[src/cdq_pkg.sv]
// Package for the circular deque: shared constants and the operation codes.
// Used by circular_deque_top and its testbench.
`default_nettype none
package cdq_pkg;

  localparam int RING_SLOTS_DEF = 16;
  localparam int VALUE_BITS_DEF = 32;

  localparam int OP_W    = 3;
  localparam int IO_W    = 32;
  localparam int CAP_W   = 4;

  localparam logic [CAP_W-1:0] CAP_RESET = 4'd15;

  typedef enum logic [OP_W-1:0] {
    OP_PEEK       = 3'd0,
    OP_PUSH_FRONT = 3'd1,
    OP_PUSH_BACK  = 3'd2,
    OP_POP_FRONT  = 3'd3,
    OP_POP_BACK   = 3'd4
  } op_t;

endpackage
`default_nettype wire

[src/circular_deque_top.sv]
// Circular deque top level: pointer control around the cdq_ram ring storage.
// Depends on cdq_pkg and cdq_ram.
// A result strobes on out_valid in the cycle after its request is taken.
// Throughput: one request per cycle; busy stays low, the ring is read and
// written in the same cycle the request is taken. The receiver cannot stall.
// Reset (rst_n low, synchronous): pointers to 0, capacity to 15, no result.
`default_nettype none
module circular_deque_top #(
  parameter int RING_SLOTS = cdq_pkg::RING_SLOTS_DEF,
  parameter int VALUE_BITS = cdq_pkg::VALUE_BITS_DEF
) (
  input  wire logic                      clk,
  input  wire logic                      rst_n,
  input  wire logic                      start,
  output logic                           busy,
  input  wire logic [cdq_pkg::OP_W-1:0]  in_operation,
  input  wire logic signed [cdq_pkg::IO_W-1:0] in_push_value,
  input  wire logic                      cfg_we,
  input  wire logic [cdq_pkg::CAP_W-1:0] cfg_capacity,
  output logic                           out_valid,
  output logic                           out_accepted,
  output logic signed [cdq_pkg::IO_W-1:0] out_front_value,
  output logic signed [cdq_pkg::IO_W-1:0] out_rear_value,
  output logic                           out_now_empty,
  output logic                           out_now_full
);

  localparam int PTR_W = (RING_SLOTS > 1) ? $clog2(RING_SLOTS) : 1;
  localparam int CNT_W = $clog2(RING_SLOTS + 1);
  localparam int SW    = (CNT_W > cdq_pkg::CAP_W + 1) ? CNT_W : cdq_pkg::CAP_W + 1;
  localparam logic [SW-1:0] SLOTS_MAX = SW'(RING_SLOTS);

  logic [cdq_pkg::CAP_W-1:0] cap_r;
  logic [PTR_W-1:0]          front_r, front_nxt;
  logic [PTR_W-1:0]          back_r, back_nxt;
  logic                      valid_r, accepted_r, empty_r, full_r;
  logic                      ok_nxt, empty_nxt, full_nxt;

  logic [SW-1:0]    slots_raw;
  logic [PTR_W-1:0] last;
  logic             accept;
  logic             empty_cur, full_cur;
  logic             we;
  logic [PTR_W-1:0] waddr;
  logic [PTR_W-1:0] rear_addr;
  logic [VALUE_BITS-1:0] wdata;
  logic [VALUE_BITS-1:0] rd_front, rd_rear;
  logic [63:0]      front_ext, rear_ext;

  function automatic logic [PTR_W-1:0] wrap_inc(input logic [PTR_W-1:0] p,
                                                input logic [PTR_W-1:0] lst);
    return (p == lst) ? '0 : PTR_W'(p + 1'b1);
  endfunction

  function automatic logic [PTR_W-1:0] wrap_dec(input logic [PTR_W-1:0] p,
                                                input logic [PTR_W-1:0] lst);
    return (p == '0) ? lst : PTR_W'(p - 1'b1);
  endfunction

  assign busy   = 1'b0;
  assign accept = start && !busy;

  always_comb begin
    slots_raw = SW'(cap_r) + SW'(1);
    if (slots_raw > SLOTS_MAX) begin
      slots_raw = SLOTS_MAX;
    end
    last = PTR_W'(slots_raw - SW'(1));
  end

  assign empty_cur = (front_r == back_r);
  assign full_cur  = (wrap_inc(back_r, last) == front_r);

  assign wdata = VALUE_BITS'({{32{in_push_value[cdq_pkg::IO_W-1]}}, in_push_value});

  always_comb begin
    front_nxt = front_r;
    back_nxt  = back_r;
    ok_nxt    = 1'b0;
    we        = 1'b0;
    waddr     = back_r;
    unique case (in_operation)
      cdq_pkg::OP_PEEK: begin
        ok_nxt = 1'b1;
      end
      cdq_pkg::OP_PUSH_FRONT: begin
        if (!full_cur) begin
          front_nxt = wrap_dec(front_r, last);
          waddr     = front_nxt;
          we        = accept;
          ok_nxt    = 1'b1;
        end
      end
      cdq_pkg::OP_PUSH_BACK: begin
        if (!full_cur) begin
          waddr    = back_r;
          back_nxt = wrap_inc(back_r, last);
          we       = accept;
          ok_nxt   = 1'b1;
        end
      end
      cdq_pkg::OP_POP_FRONT: begin
        if (!empty_cur) begin
          front_nxt = wrap_inc(front_r, last);
          ok_nxt    = 1'b1;
        end
      end
      cdq_pkg::OP_POP_BACK: begin
        if (!empty_cur) begin
          back_nxt = wrap_dec(back_r, last);
          ok_nxt   = 1'b1;
        end
      end
      default: begin
        ok_nxt = 1'b0;
      end
    endcase
    empty_nxt = (front_nxt == back_nxt);
    full_nxt  = (wrap_inc(back_nxt, last) == front_nxt);
  end

  assign rear_addr = wrap_dec(back_nxt, last);

  cdq_ram #(
    .SLOTS (RING_SLOTS),
    .WIDTH (VALUE_BITS)
  ) u_ram (
    .clk     (clk),
    .we      (we),
    .waddr   (waddr),
    .wdata   (wdata),
    .re      (accept),
    .raddr_a (front_nxt),
    .raddr_b (rear_addr),
    .rdata_a (rd_front),
    .rdata_b (rd_rear)
  );

  always_ff @(posedge clk) begin
    if (!rst_n) begin
      cap_r      <= cdq_pkg::CAP_RESET;
      front_r    <= '0;
      back_r     <= '0;
      valid_r    <= 1'b0;
      accepted_r <= 1'b0;
      empty_r    <= 1'b1;
      full_r     <= 1'b0;
    end else begin
      valid_r <= accept;
      if (cfg_we) begin
        cap_r   <= cfg_capacity;
        front_r <= '0;
        back_r  <= '0;
      end else if (accept) begin
        front_r <= front_nxt;
        back_r  <= back_nxt;
      end
      if (accept) begin
        accepted_r <= ok_nxt;
        empty_r    <= empty_nxt;
        full_r     <= full_nxt;
      end
    end
  end

  assign front_ext = 64'(rd_front);
  assign rear_ext  = 64'(rd_rear);

  assign out_valid       = valid_r;
  assign out_accepted    = accepted_r;
  assign out_now_empty   = empty_r;
  assign out_now_full    = full_r;
  assign out_front_value = empty_r ? '1 : front_ext[cdq_pkg::IO_W-1:0];
  assign out_rear_value  = empty_r ? '1 : rear_ext[cdq_pkg::IO_W-1:0];

endmodule
`default_nettype wire

[src/cdq_ram.sv]
// Ring storage of the deque: one write port, two registered read ports.
// A read at the address written in the same cycle returns the new data.
// Depends on nothing outside this file.
`default_nettype none
module cdq_ram #(
  parameter int SLOTS = 16,
  parameter int WIDTH = 32
) (
  input  wire logic                     clk,
  input  wire logic                     we,
  input  wire logic [$clog2(SLOTS)-1:0] waddr,
  input  wire logic [WIDTH-1:0]         wdata,
  input  wire logic                     re,
  input  wire logic [$clog2(SLOTS)-1:0] raddr_a,
  input  wire logic [$clog2(SLOTS)-1:0] raddr_b,
  output logic      [WIDTH-1:0]         rdata_a,
  output logic      [WIDTH-1:0]         rdata_b
);

  logic [WIDTH-1:0] mem [SLOTS];

  always_ff @(posedge clk) begin
    if (we) begin
      mem[waddr] <= wdata;
    end
  end

  always_ff @(posedge clk) begin
    if (re) begin
      if (we && (raddr_a == waddr)) begin
        rdata_a <= wdata;
      end else begin
        rdata_a <= mem[raddr_a];
      end
      if (we && (raddr_b == waddr)) begin
        rdata_b <= wdata;
      end else begin
        rdata_b <= mem[raddr_b];
      end
    end
  end

endmodule
`default_nettype wire

[config.mk]
export PLATFORM = sky130hd
export DESIGN_NAME = circular_deque_top
export DESIGN_NICKNAME = d
export VERILOG_FILES = /design/src/cdq_pkg.sv /design/src/circular_deque_top.sv /design/src/cdq_ram.sv
export SDC_FILE = /design/constraint.sdc
export NUM_CORES = 1
export LEC_CHECK = 0
export BUFFER_PORTS_ARGS = -buffer_cell sky130_fd_sc_hd__buf_4
export CAP_MARGIN = 20
export CORE_MARGIN = 2
export CORE_UTILIZATION = 55
export CTS_CLUSTER_SIZE = 30
export DETAILED_ROUTE_END_ITERATION = 6
export PLACE_DENSITY = 0.78
export REMOVE_ABC_BUFFERS = 1
export SYNTH_ARGS = -nofsm -noshare
export SYNTH_HDL_FRONTEND = slang
export SYNTH_HIERARCHICAL = 1
export SYNTH_SLANG_ARGS = --single-unit
export TNS_END_PERCENT = 30
[constraint.sdc]
create_clock -name clk -period 17 [get_ports clk]
set_input_delay 0.85 -clock clk [delete_from_list [all_inputs] [get_ports clk]]
set_output_delay 0.85 -clock clk [all_outputs]
set_load 0.005 [all_outputs]
# Word level (Yosys, flattened, before mapping)
# Memory sizes are Yosys's and may differ from the RTL's. A register that Yosys moved wholly into a read port is not among the register bits.
# Index checks and enable logic that the tools add are counted.
[totals]
ram_bits = 512
out_inout_bits = 69
latch_bits = 0
rom_bits = 0
n_memories = 1
reg_bits = 16
[classes]
shift = 0
n_mul = 0
n_bitwise = 1
n_lt_le_gt_ge = 1
div_mod_pow = 0
addsub = 8
reduce_logical = 7
eq_ne = 11
mux = 24
[mem_list]
columns = ["name", "words", "word_bits", "read_ports", "rd_clocked_by_memory_dff", "write_ports", "line", "text"]
rows = [
  ["u_ram.mem", 16, 32, 2, 2, 1, "cdq_ram.sv:20", "logic [WIDTH-1:0] mem [SLOTS];"],
]
[ops]
columns = ["op", "n"]
rows = [
  ["32-bit 2-to-1 mux", 2],
  ["4-bit 2-to-1 mux", 13],
  ["4-bit equality test", 7],
  ["4-bit case mux with 2 select lines", 2],
  ["4-bit by 1-bit subtractor with 4-bit output, second input constant", 4],
  ["4-bit by 1-bit adder with 4-bit output, second input constant", 3],
  ["4-bit logical NOT", 3],
  ["3-bit by 2-bit equality test with 1-bit output, second input constant", 2],
  ["1-bit 2-to-1 mux", 6],
  ["2-bit OR reduction", 3],
  ["4-bit by 1-bit adder with 5-bit output, second input constant", 1],
  ["5-bit > comparator, second input constant", 1],
  ["3-bit by 1-bit equality test with 1-bit output, second input constant", 1],
  ["3-bit equality test, second input constant", 1],
  ["3-bit logical NOT", 1],
  ["1-bit case mux with 3 select lines", 1],
  ["1-bit inverter", 1],
]

# Logic depth before layout (Yosys ltp)
# Gate-level depths: netlist (run 1).
[logic_depth]
ltp_word = 12
depth_mapped = 21

# Modules after synthesis
# Netlist (run 1), hierarchy kept.
[by_module_without_submodules]
columns = ["module", "instances", "cells_each", "area_each_um2", "seq_area_each_um2"]
rows = [
  ["cdq_ram", 1, 1220, 25650.9, 17296.6],
  ["circular_deque_top", 1, 374, 2695.1, 320.3],
]

# Least setup slack after synthesis (run 1)
# No wires, ideal clock.
[synth_timing]
path_type = "register to register"
start = "reg cap_r[1] (netlist name)"
end = "mem u_ram.mem[0][0], enable pin"
path_stages_with_launch = 12
arrival_ps = 5429
setup_slack_ps = 11110
n_path_buf = 0
cell_sequence = "dfxtp_1 > ha_1 > nor2b_2 > or3_4 > a21o_4 > a211oi_4 > mux2_4 > nor3_4 > nor3_1 > a21o_1 > or3b_2 > nor3_1"
[synth_via]
word_cells_on_any_way = 14
classes_between = "2 x add/sub; 1 x order compare; 2 x eq/ne; 9 x mux"
[synth_rtl]
columns = ["item", "line", "text"]
rows = [
  ["from (decl)", "circular_deque_top.sv:33", "logic [cdq_pkg::CAP_W-1:0] cap_r;"],
  ["from (signal assigned)", "circular_deque_top.sv:141", "cap_r <= cdq_pkg::CAP_RESET;"],
  ["from (signal assigned)", "circular_deque_top.sv:151", "cap_r <= cfg_capacity;"],
  ["4-bit by 1-bit adder with 5-bit output *", "circular_deque_top.sv:64", "slots_raw = SW'(cap_r) + SW'(1);"],
  ["5-bit > comparator", "circular_deque_top.sv:65", "if (slots_raw > SLOTS_MAX) begin"],
  ["4-bit 2-to-1 mux *", "circular_deque_top.sv:65", ""],
  ["4-bit by 1-bit subtractor with 4-bit output *", "circular_deque_top.sv:68", "last = PTR_W'(slots_raw - SW'(1));"],
  ["4-bit equality test", "circular_deque_top.sv:52", "return (p == lst) ? '0 : PTR_W'(p + 1'b1);"],
  ["4-bit 2-to-1 mux", "circular_deque_top.sv:52", ""],
  ["4-bit equality test", "circular_deque_top.sv:72", "assign full_cur = (wrap_inc(back_r, last) == front_r);"],
  ["4-bit 2-to-1 mux *", "circular_deque_top.sv:87", "if (!full_cur) begin"],
  ["4-bit 2-to-1 mux *", "--", ""],
  ["via waddr[2]", "circular_deque_top.sv:44", "logic [PTR_W-1:0] waddr;"],
  ["to (decl)", "cdq_ram.sv:20", ""],
]
# The timed path passes the listed nets; every way through them passes the cells marked *.

# Final worst setup path (run 1)
[layout_timing]
start = "reg cap_r[0] (netlist name)"
end = "reg u_ram.rdata_b[30], read port of u_ram.mem (data pin)"
[layout_via]
elab_chain_len = 11
word_cells_on_any_way = 14
classes_between = "3 x add/sub; 1 x order compare; 2 x eq/ne; 7 x mux; 1 x reduce/logical"
[layout_lines]
columns = ["item", "line", "text"]
rows = [
  ["4-bit by 1-bit adder with 5-bit output *", "circular_deque_top.sv:64", ""],
  ["5-bit > comparator", "circular_deque_top.sv:65", ""],
  ["4-bit 2-to-1 mux *", "circular_deque_top.sv:65", ""],
  ["4-bit by 1-bit subtractor with 4-bit output *", "circular_deque_top.sv:68", ""],
  ["4-bit equality test", "circular_deque_top.sv:52", ""],
  ["4-bit 2-to-1 mux", "circular_deque_top.sv:52", ""],
  ["4-bit equality test", "circular_deque_top.sv:72", ""],
  ["4-bit 2-to-1 mux", "circular_deque_top.sv:95", "if (!full_cur) begin"],
  ["4-bit case mux with 2 select lines", "circular_deque_top.sv:82", "unique case (in_operation)"],
  ["4-bit by 1-bit subtractor with 4-bit output / 4-bit logical NOT (equally long branches)", "circular_deque_top.sv:57", "return (p == '0) ? lst : PTR_W'(p - 1'b1);"],
  ["4-bit 2-to-1 mux *", "circular_deque_top.sv:57", ""],
  ["via rear_addr[0]", "circular_deque_top.sv:45", "logic [PTR_W-1:0] rear_addr;"],
  ["to (decl)", "cdq_ram.sv:17", "output logic [WIDTH-1:0] rdata_b"],
]
# Marks and branches as above.
# A chain may end at the register's enable or synchronous reset.

==> flow_summary_export.csv, run 1 <==
group,metric,value,unit
run_status,outcome,"complete, no violations",
worst_hold_path,hold_start,"cfg_capacity[2]",
pwr,switching_share,26.22,%
critical_path,path_class,"register to register",
clock_tree,post_cts_buffers,0,
global_routing,grt.total_usage,27.66,%
sta,setup_tns,0,ns
routing,vias,16610,
logic_synthesis,seq_area_frac_synth,62.15,%
logic_synthesis,syn_area_per_cell,17.78,µm²
routing,dr.first_iter.drc_count,2037,
clock_tree,h-tree-depth,2,
logic_synthesis,ys_types,88,
place,port_buffers,110,
pwr,p_sw,958.4,µW
sta,setup_violations,0,
logic_synthesis,synthArstFlopShare,0,%
global_routing,grt_pass1_vias,17150,
global_routing,grt_max_degree,91,
finish,fin_nets,1738,
logic_synthesis,yosys_warnings,6,
critical_path,slowest_stage,"buf_4",
logic_synthesis,synth.top_cells.by_area,"edfxtp_1 61%, mux4_2 20%, a22oi_1 3.3%",
die,top_level_ports,112,
sta,slew_headroom,23.44,%
logic_synthesis,synth-edff-count,576,
clock_tree,cts_resized,0,
clock_tree,cts_buffers,59,
die,die_h,231.0,µm
die,row_count,83,
logic_synthesis,synth_cells,1594,
flow_run,maxCapViolations,0,
finish,drive_gt1_share,38.96,%
critical_path,critPathArrivalTime,7.66,ns
routing,drc,0,
place,place_hpwl,39860,µm
finish,fin_area,31900,µm²
finish,area_growth,12.53,%
pwr,clockPowerShare,33.8,%
clock_tree,clk_pin_slew,0.06,ns
die,die_w,231.0,µm
critical_path,crit_path_end_kind,"register",
pwr,power.density,114.6,nW/µm²
finish,layout_commonest_cell,"edfxtp_1",
pwr,p_int,2.697,mW
clock_tree,clk-insertion-delay-late,0.64,ns
critical_path,cp_top_family,"multiplexers",
die,initial_core_util,55.48,%
place,gp_congestion,0.8903,
logic_synthesis,synth_ff_type,"edfxtp_1",
routing,wl_per_cell,30.04,µm
sta,finalCriticalPeriod,7.296,ns
clock_tree,clk_path_buf_depth,3,
sta,slew_viol_final,0,
routing,viasPerCell,6.873,
logic_synthesis,yosysTopAreaCell,"edfxtp_1",
routing,drt-pass1-iter-count,5,
clock_tree,cts-root-buf,"clkbuf_16",
critical_path,crit_chain,"ha_1 -> a31oi_4 -> xor2_2 -> mux2i_2 -> o21ai_0 -> mux2_4 -> o311a_1 -> a311oi_4 -> ha_1 -> nand3_1 -> o21ai_4 -> buf_4 -> buf_4 -> mux4_2 -> mux4_2 -> mux2_2",
clock_tree,cts_tree,"built",
global_routing,grt_pass1_wl,107800,µm
critical_path,critPathMaxStageDelay,0.85,ns
sta,skew,0.03706,ns
logic_synthesis,synth_top_area_share,61.02,%
sta,fmax,137.1,MHz
critical_path,cp-startpoint,"cap_r[0]",
pwr,ir_drop,0.07870,mV
clock_tree,holdBufCountCts,0,
global_routing,grt_remaining_overflow,0,
sta,hold_viol,0,
logic_synthesis,netlist_area,28350,µm²
worst_hold_path,hold_class,"input port to register",
critical_path,critPathMaxFanout,46,
pwr,p_leak,10.25,nW
pwr,comb_power_share,20.2,%
critical_path,required,17.36,ns
critical_path,reg2reg_from,"cap_r[0]",
die,core,51090,µm²
routing,wl,72600,µm
place,dpl_cell_area,30050,µm²
global_routing,antenna_found_initial,1,
finish,final_cell_mix,"576 x edfxtp_1, 258 x mux4_2, 151 x buf_4",
die,design.die.area,53370,µm²
routing,ant_nets,0,
logic_synthesis,synth_seq_cells,592,
critical_path,cp-start-kind,"register",
clock_tree,cts.sinks,592,
sta,worst_pin_slew,1.140,ns
pwr,power_frac_seq,46.0,%
critical_path,crit_buf_inv,2,
sta,period_share,42.91,%
sta,rsz0062_at_grt,"no",
-- Yosys cell counts (all sizes together) (3+ instances only) --
cell type and instances:
mux2 66, xnor2 13, and3 4, nand3 8, xor2 18, a21o 5, ha 7, buf 52
nor2 36, a22oi 125, a21oi 17, nand2 104, edfxtp 576, a211oi 15, o21ai 18, a31oi 8
nand3b 4, clkbuf 68, nor3 13, and2 4, nor4 6, nand2b 6, mux4 258, o211ai 4
mux2i 8, a311oi 3, dfxtp 16, or2 66, inv 16, nor2b 9, or3 5
-- through the flow --
step | setup slack (ns) | utilization (%) | hold slack, ns | power [mW] | instances
after floorplan | -5.527 | - | 0.4867 | 2.389 | 1474
after global placement | 9.825 | 58.81 | 0.5040 | 2.428 | 2306
after detailed placement | 9.645 | 58.81 | 0.4967 | 2.440 | 2306
after CTS | 9.660 | 62.36 | 0.4324 | 3.667 | 2414
after global routing | 9.173 | 62.42 | 0.4574 | 3.776 | 2416
final | 9.704 | 62.43 | 0.4598 | 3.656 | 2417
-- logic make-up (layout without fill, tap and decap cells) --
| kind of cell | count (synthesis) | count (layout) | share of synthesized area [%] |
|---|---|---|---|
| xor gates and xnor gates | 31 | 31 | 1.011 |
| muxes | 332 | 332 | 23.47 |
| DFF | 592 | 592 | 62.15 |
| buffers and inverters | 136 | 277 | 2.052 |
| adders and majority gates | 7 | 7 | 0.3090 |
| other | 1 | 3 | 0.01323 |
| AOI/OAI and AO/OA | 223 | 223 | 6.052 |
| and+or+nand+nor | 272 | 272 | 4.939 |
-- sequential cells by signal (all words and copies together), names as in the netlist --
register,flops
u_ram/rdata_a,32
u_ram/rdata_b,32
out_accepted,1
out_now_full,1
out_valid,1
back_r,4
front_r,4
cap_r,4
out_now_empty,1
u_ram/mem,512
-- final cells by class --
type                    count  area (µm²)
fillers                  3555       19200
flip-flops and latches    592       17620
multi-input cells         866       10360
clock buffers              69        1514
repair buffers            153        1181
well taps                 680       850.8
clock inverters            39       304.0
inverters                  16       60.06
diodes                      2       5.005
-- layer usage --
layer | GRT usage (%) | routed length, µm | part of all wire, % | vias to the layer above
met5 | 0 | 0 | 0 | -
met4 | 10.32 | 2640 | 3.6 | 0
met3 | 4.798 | 7616 | 10 | 176
met2 | 45.59 | 35760 | 49 | 1053
met1 | 37.41 | 26580 | 37 | 8550
li1 | - | - | - | 6833
-- path summary, 6_finish.rpt --
path,to,slack (ns),depth (start not counted)
worst max-delay path,u_ram/rdata_b[30],9.70,16
worst min-delay path,cap_r[2],0.46,3
worst max register to register,u_ram/rdata_b[30],9.70,16
worst min register to register,out_now_full,0.50,2
-- power groups by stage --
stage / Sequential [mW] / Combinational [mW] / Clock, mW
3_3_place_gp: 1.71 / 0.714 / 0
6_report: 1.68 / 0.738 / 1.23
2_1_floorplan: 1.70 / 0.685 / 0
4_1_cts: 1.68 / 0.734 / 1.25
5_1_grt: 1.69 / 0.788 / 1.30
3_5_place_dp: 1.71 / 0.727 / 0
-- tightest hold or removal path, cell delays in order --
cell     delay [ns]
buf_4          0.08
mux2i_1        0.05
nand2_1        0.06
No activity file was read; power rests on OpenSTA's default activity.
==> run 2: changes to the inputs <==
--- a/config.mk
+++ b/config.mk
@@ -11,7 +11,7 @@
 export CORE_UTILIZATION = 55
 export CTS_CLUSTER_SIZE = 30
 export DETAILED_ROUTE_END_ITERATION = 6
-export PLACE_DENSITY = 0.78
+export PLACE_DENSITY = 0.81
 export REMOVE_ABC_BUFFERS = 1
 export SYNTH_ARGS = -nofsm -noshare
 export SYNTH_HDL_FRONTEND = slang
==> constraint.sdc (replaced) <==
create_clock -name clk -period 6.3 [get_ports clk]
set_input_delay 0.315 -clock clk [delete_from_list [all_inputs] [get_ports clk]]
set_output_delay 0.315 -clock clk [all_outputs]
set_load 0.005 [all_outputs]
==> flow_summary_export.csv, run 2 (synthesis gave the netlist of run 1 again) <==
group,metric,value,unit
place,post-place-ws,0.3297,ns
clock_tree,cts_buffers,59,
die,core,51090,µm²
die,row_count,83,
critical_path,required,6.67,ns
critical_path,r2r.worst_path.cells,17,
finish,fin_util,63.82,%
run_status,outcome,"complete, no violations",
routing,wl,75120,µm
routing,viasPerCell,6.955,
place,place_hpwl,42590,µm
critical_path,reg2reg_from,"cap_r[0]",
die,top_level_ports,112,
global_routing,grt.total_usage,28.26,%
global_routing,grt_pass1_vias,17610,
pwr,ir_drop,0.2545,mV
sta,fmax,167.9,MHz
routing,drc,0,
global_routing,grt_max_degree,75,
finish,reg_top3,"u_ram/mem (512), u_ram/rdata_a (32), u_ram/rdata_b (32)",
place,port_buffers,110,
clock_tree,h-tree-depth,2,
pwr,power.density,304.5,nW/µm²
die,initial_core_util,55.48,%
sta,setup_tns,0,ns
critical_path,cp-start-kind,"register",
critical_path,critPathMaxFanout,31,
routing,wl_per_cell,30.43,µm
clock_tree,cts.sinks,592,
die,die_h,231.0,µm
finish,antennaDiodeCount,0,
clock_tree,cts_tree,"built",
worst_hold_path,hold_start,"in_push_value[15]",
clock_tree,clk_pin_slew,0.06,ns
finish,fin_nets,1795,
finish,final_cell_mix,"576 x edfxtp_1, 258 x mux4_2, 161 x buf_4",
sta,slew_viol_final,0,
routing,drt-pass1-iter-count,5,
place,dpl_cell_area,30530,µm²
finish,layout_commonest_cell,"edfxtp_1",
sta,hold_viol,0,
finish,largest_reg_flops,512,
pwr,p_leak,10.58,nW
routing,vias,17170,
finish,area_growth,15.03,%
critical_path,path_class,"register to register",
die,die_w,231.0,µm
clock_tree,cts-root-buf,"clkbuf_16",
finish,top_register,"u_ram/mem",
sta,setup_slack,0.3427,ns
die,design.die.area,53370,µm²
global_routing,antenna_found_initial,1,
sta,period_share,94.56,%
routing,dr.first_iter.drc_count,2118,
sta,slew_headroom,29.25,%
critical_path,r2r_end,"u_ram/rdata_b[27]",
worst_hold_path,hold_class,"input port to register",
critical_path,regToRegSetupSlack,0.34,ns
sta,setup_violations,0,
place,gp_congestion,0.8748,
flow_run,maxCapViolations,0,
clock_tree,clk-insertion-delay-late,0.63,ns
global_routing,grt_remaining_overflow,0,
global_routing,grt_pass1_wl,110900,µm
worst_hold_path,min_path_cells,1,
routing,ant_nets,0,
clock_tree,clk_path_buf_depth,3,
finish,drive_gt1_share,39.46,%
sta,worst_pin_slew,1.050,ns
sta,skew,0.02413,ns
finish,fin_area,32610,µm²
worst_hold_path,min_to,"u_ram/mem[12][15]",
critical_path,crit_path_end_kind,"register",
sta,hold_ws,0.01952,ns
critical_path,critPathArrivalTime,6.33,ns
sta,finalCriticalPeriod,5.957,ns
-- run 2: changes by cell type in the layout (fill, tap and decap cells not counted), sizes merged --
cell	previous run	this run
bufinv	3	2
diode	2	0
clkinvlp	3	2
inv	20	17
dlygate4sd3	0	26
clkinv	29	25
buf	153	183
clkbuf	69	76
-- run 2: worst max-delay path, cell delays in order (launching register included) --
cell,delay (ns)
dfxtp_1,0.53
ha_1,0.44
or2_1,0.29
a211o_1,0.38
and3_1,0.23
a211oi_4,0.33
mux2_4,0.38
nor3_4,0.28
o221a_2,0.37
ha_1,0.25
nand3_1,0.24
o21ai_4,0.31
buf_12,0.21
buf_12,0.28
mux4_2,0.55
a22oi_1,0.23
nand2_1,0.10
mux2_2,0.28
-- run 2: layout make-up --
class                      instances  area, µm²
clock inverter                    30      211.5
tap                              680      850.8
inverter                          16      60.06
fill                            3427      18490
timing repair buffer             210       1926
sequential                       592      17620
multi-input combinational        866      10380
clock buffer                      75       1558
-- run 2: power breakdown --
part / internal (mW) / total [mW] / leakage, nW / switching [mW]
clock network: 1.82 / 3.27 / 0.868 / 1.45
registers: 4.49 / 4.55 / 5.37 / 0.0627
logic: 1.02 / 2.11 / 4.34 / 1.09
-- run 2: how the worst max path moves through the flow --
stage	startpoint	endpoint	cells after the start
finish	cap_r[0]	u_ram/rdata_b[27]	17
global route	cap_r[0]	u_ram/rdata_b[27]	17
CTS	cap_r[0]	u_ram/rdata_b[26]	17
detailed placement	cap_r[0]	u_ram/rdata_b[8]	17
global placement	cap_r[0]	u_ram/rdata_b[19]	17
floorplan	cap_r[0]	u_ram/rdata_b[0]	14
-- run 2: repair_timing --
item / 4_1_cts / 5_1_grt
hold buffers: 26 / 0
hold endpoints to repair: 195 / 0
gates resized for setup: 0 / 3
setup endpoints to repair: 0 / 13
buffers inserted: 0 / 1
-- run 2: layer usage --
metal	vias to the layer above	global-route usage [%]	routed length, µm
met5	-	0	15
met4	2	11.31	2849
met3	207	5.869	9059
met2	1244	45.34	36780
met1	8784	38.38	26420
li1	6935	-	-
-- run 2: through the flow --
step | cells | power [mW]
3_5_place_dp | 2336 | 6.673
3_3_place_gp | 2336 | 6.631
2_1_floorplan | 1474 | 6.447
5_1_grt | 2469 | 10.24
6_report | 2469 | 9.928
4_1_cts | 2467 | 9.932
==> run 3: changes to the inputs <==
--- a/config.mk
+++ b/config.mk
@@ -7,12 +7,13 @@
 export LEC_CHECK = 0
 export BUFFER_PORTS_ARGS = -buffer_cell sky130_fd_sc_hd__buf_4
 export CAP_MARGIN = 20
-export CORE_MARGIN = 2
+export CORE_MARGIN = 8
 export CORE_UTILIZATION = 55
 export CTS_CLUSTER_SIZE = 30
 export DETAILED_ROUTE_END_ITERATION = 6
 export PLACE_DENSITY = 0.81
 export REMOVE_ABC_BUFFERS = 1
+export SETUP_SLACK_MARGIN = 0.5
 export SYNTH_ARGS = -nofsm -noshare
 export SYNTH_HDL_FRONTEND = slang
 export SYNTH_HIERARCHICAL = 1
==> flow_summary_export.csv, run 3 (synthesis gave the netlist of run 1 again) <==
group,metric,value,unit
run_status,outcome,"complete, no violations",
critical_path,path_class,"register to register",
die,core,51090,µm²
pwr,power.density,310.0,nW/µm²
pwr,ir_drop,0.2417,mV
pwr,clockPowerShare,33.4,%
finish,layout_commonest_cell,"edfxtp_1",
pwr,power_frac_seq,44.4,%
pwr,p_leak,10.77,nW
global_routing,antenna_found_initial,4,
worst_hold_path,hold_start,"in_push_value[27]",
critical_path,cp-start-kind,"register",
sta,fmax,174.2,MHz
clock_tree,clk_pin_slew,0.07,ns
global_routing,grt_max_degree,47,
sta,setup_tns,0,ns
finish,reg_top3,"u_ram/mem (512), u_ram/rdata_a (32), u_ram/rdata_b (32)",
sta,setup_slack,0.5587,ns
clock_tree,cts-root-buf,"clkbuf_16",
clock_tree,cts.sinks,592,
sta,rsz0062_at_grt,"yes",
critical_path,crit_chain,"ha_2 -> or2_1 -> a211o_1 -> and3_1 -> a211oi_4 -> mux2_4 -> o311a_1 -> a311oi_4 -> buf_4 -> inv_2 -> ha_1 -> mux2i_4 -> buf_12 -> buf_4 -> mux4_2 -> a22oi_1 -> nand2_1 -> mux2_2",
die,row_count,83,
die,design.die.area,59060,µm²
worst_hold_path,min_path_cells,1,
critical_path,cpMostUsedCell,"buf_4",
clock_tree,clk_path_buf_depth,3,
place,dp.cells,2326,
finish,final_cell_count_no_fill,2491,
global_routing,grt_remaining_overflow,0,
critical_path,reg2reg_from,"cap_r[0]",
critical_path,r2r.worst_path.cells,18,
place,post-place-ws,0.4424,ns
pwr,p_total,10.24,mW
clock_tree,h-tree-depth,2,
critical_path,cp-startpoint,"cap_r[0]",
routing,wl,79570,µm
routing,dr.first_iter.drc_count,2333,
flow_run,maxCapViolations,0,
pwr,switching_share,26.34,%
finish,final_cell_mix,"576 x edfxtp_1, 258 x mux4_2, 161 x buf_4",
critical_path,required,6.68,ns
place,gp_congestion,0.9095,
routing,drc,0,
critical_path,crit_path_end_kind,"register",
sta,slew_viol_final,0,
finish,largest_reg_flops,512,
critical_path,critPathMaxStageDelay,0.43,ns
finish,drive_gt1_share,39.56,%
place,place_hpwl,41730,µm
die,initial_core_util,55.48,%
critical_path,regToRegSetupSlack,0.56,ns
finish,area_growth,16.50,%
clock_tree,cts_buffers,58,
global_routing,grt_pass1_vias,18110,
finish,fin_nets,1813,
finish,fin_area,33020,µm²
critical_path,critPathArrivalTime,6.12,ns
pwr,comb_power_share,22.2,%
sta,skew,0.02891,ns
die,top_level_ports,112,
sta,worst_pin_slew,0.9070,ns
critical_path,critPathMaxFanout,13,
finish,top_register,"u_ram/mem",
sta,hold_viol,0,
pwr,p_sw,2.696,mW
routing,viasPerCell,7.041,
routing,drt-pass1-iter-count,6,
routing,ant_nets,0,
routing,vias,17540,
place,port_buffers,110,
finish,fillCellCount,3358,
global_routing,grt.total_usage,25.81,%
critical_path,slowest_stage,"dfxtp_2",
sta,slew_headroom,38.77,%
global_routing,grt_pass1_wl,115500,µm
place,dpl_cell_area,30480,µm²
clock_tree,cts_tree,"built",
die,die_w,243.0,µm
sta,finalCriticalPeriod,5.741,ns
clock_tree,clk-insertion-delay-late,0.63,ns
die,die_h,243.0,µm
sta,period_share,91.13,%
pwr,p_int,7.540,mW
routing,wl_per_cell,31.94,µm
sta,setup_violations,0,
worst_hold_path,hold_class,"input port to register",
-- run 3: area by class of cell --
cell class	instances	area, µm²	area share (%)
diodes	1	2.502	0.007578
clock buffers	70	1496	4.532
clock inverters	37	352.8	1.068
inverters	16	60.06	0.1819
multi-input cells	866	10390	31.45
flip-flops and latches	592	17620	53.36
well taps	680	850.8	2.576
repair buffers	229	2255	6.828
-- run 3: final timing paths --
check                      endpoint
setup / recovery  u_ram/rdata_b[21]
hold / removal    u_ram/mem[11][27]
setup reg to reg  u_ram/rdata_b[21]
hold reg to reg        out_accepted
-- run 3: power groups by stage --
stage	Sequential [mW]	Combinational, mW	Clock (mW)
floorplan	4.60	1.85	0
CTS	4.55	2.16	3.45
global placement	4.62	2.01	0
finish	4.55	2.27	3.42
detailed placement	4.63	2.06	0
global route	4.56	2.37	3.58
-- run 3: worst max-delay path: cells and delay by family (launching register included) --
family | cells | cell delay, ns
fa+ha+maj | 2 | 0.74
simple gates | 3 | 0.59
mux | 4 | 1.31
flops | 1 | 0.43
buf+inv | 4 | 0.77
compound gates | 5 | 1.62
-- run 3: per-layer routing --
metal  GRT usage, %  vias to the layer above  part of all wire, %
met2          43.13                     1370                   50
met1          32.92                     8890                   34
li1               -                     6985                    -
met5              0                        -                0.030
met3          4.755                      290                   11
met4          11.42                        4                  4.6
-- run 3: per-stage QoR --
step           hold slack, ns  utilization (%)
5_1_grt               0.02758            64.63
3_3_place_gp           0.5069            59.66
3_5_place_dp           0.5152            59.66
2_1_floorplan          0.3769                -
6_report              0.02771            64.63
4_1_cts              0.002186            64.18
-- run 3: repair_timing --
| item | 4_1_cts | 5_1_grt |
|---|---|---|
| gates cloned | 2 | 3 |
| hold buffers | 37 | 0 |
| pin swaps | 1 | 3 |
| hold endpoints to repair | 336 | 0 |
| setup buffers | 1 | 13 |
| gates resized for setup | 1 | 9 |
| endpoints found under the setup margin | 14 | 33 |
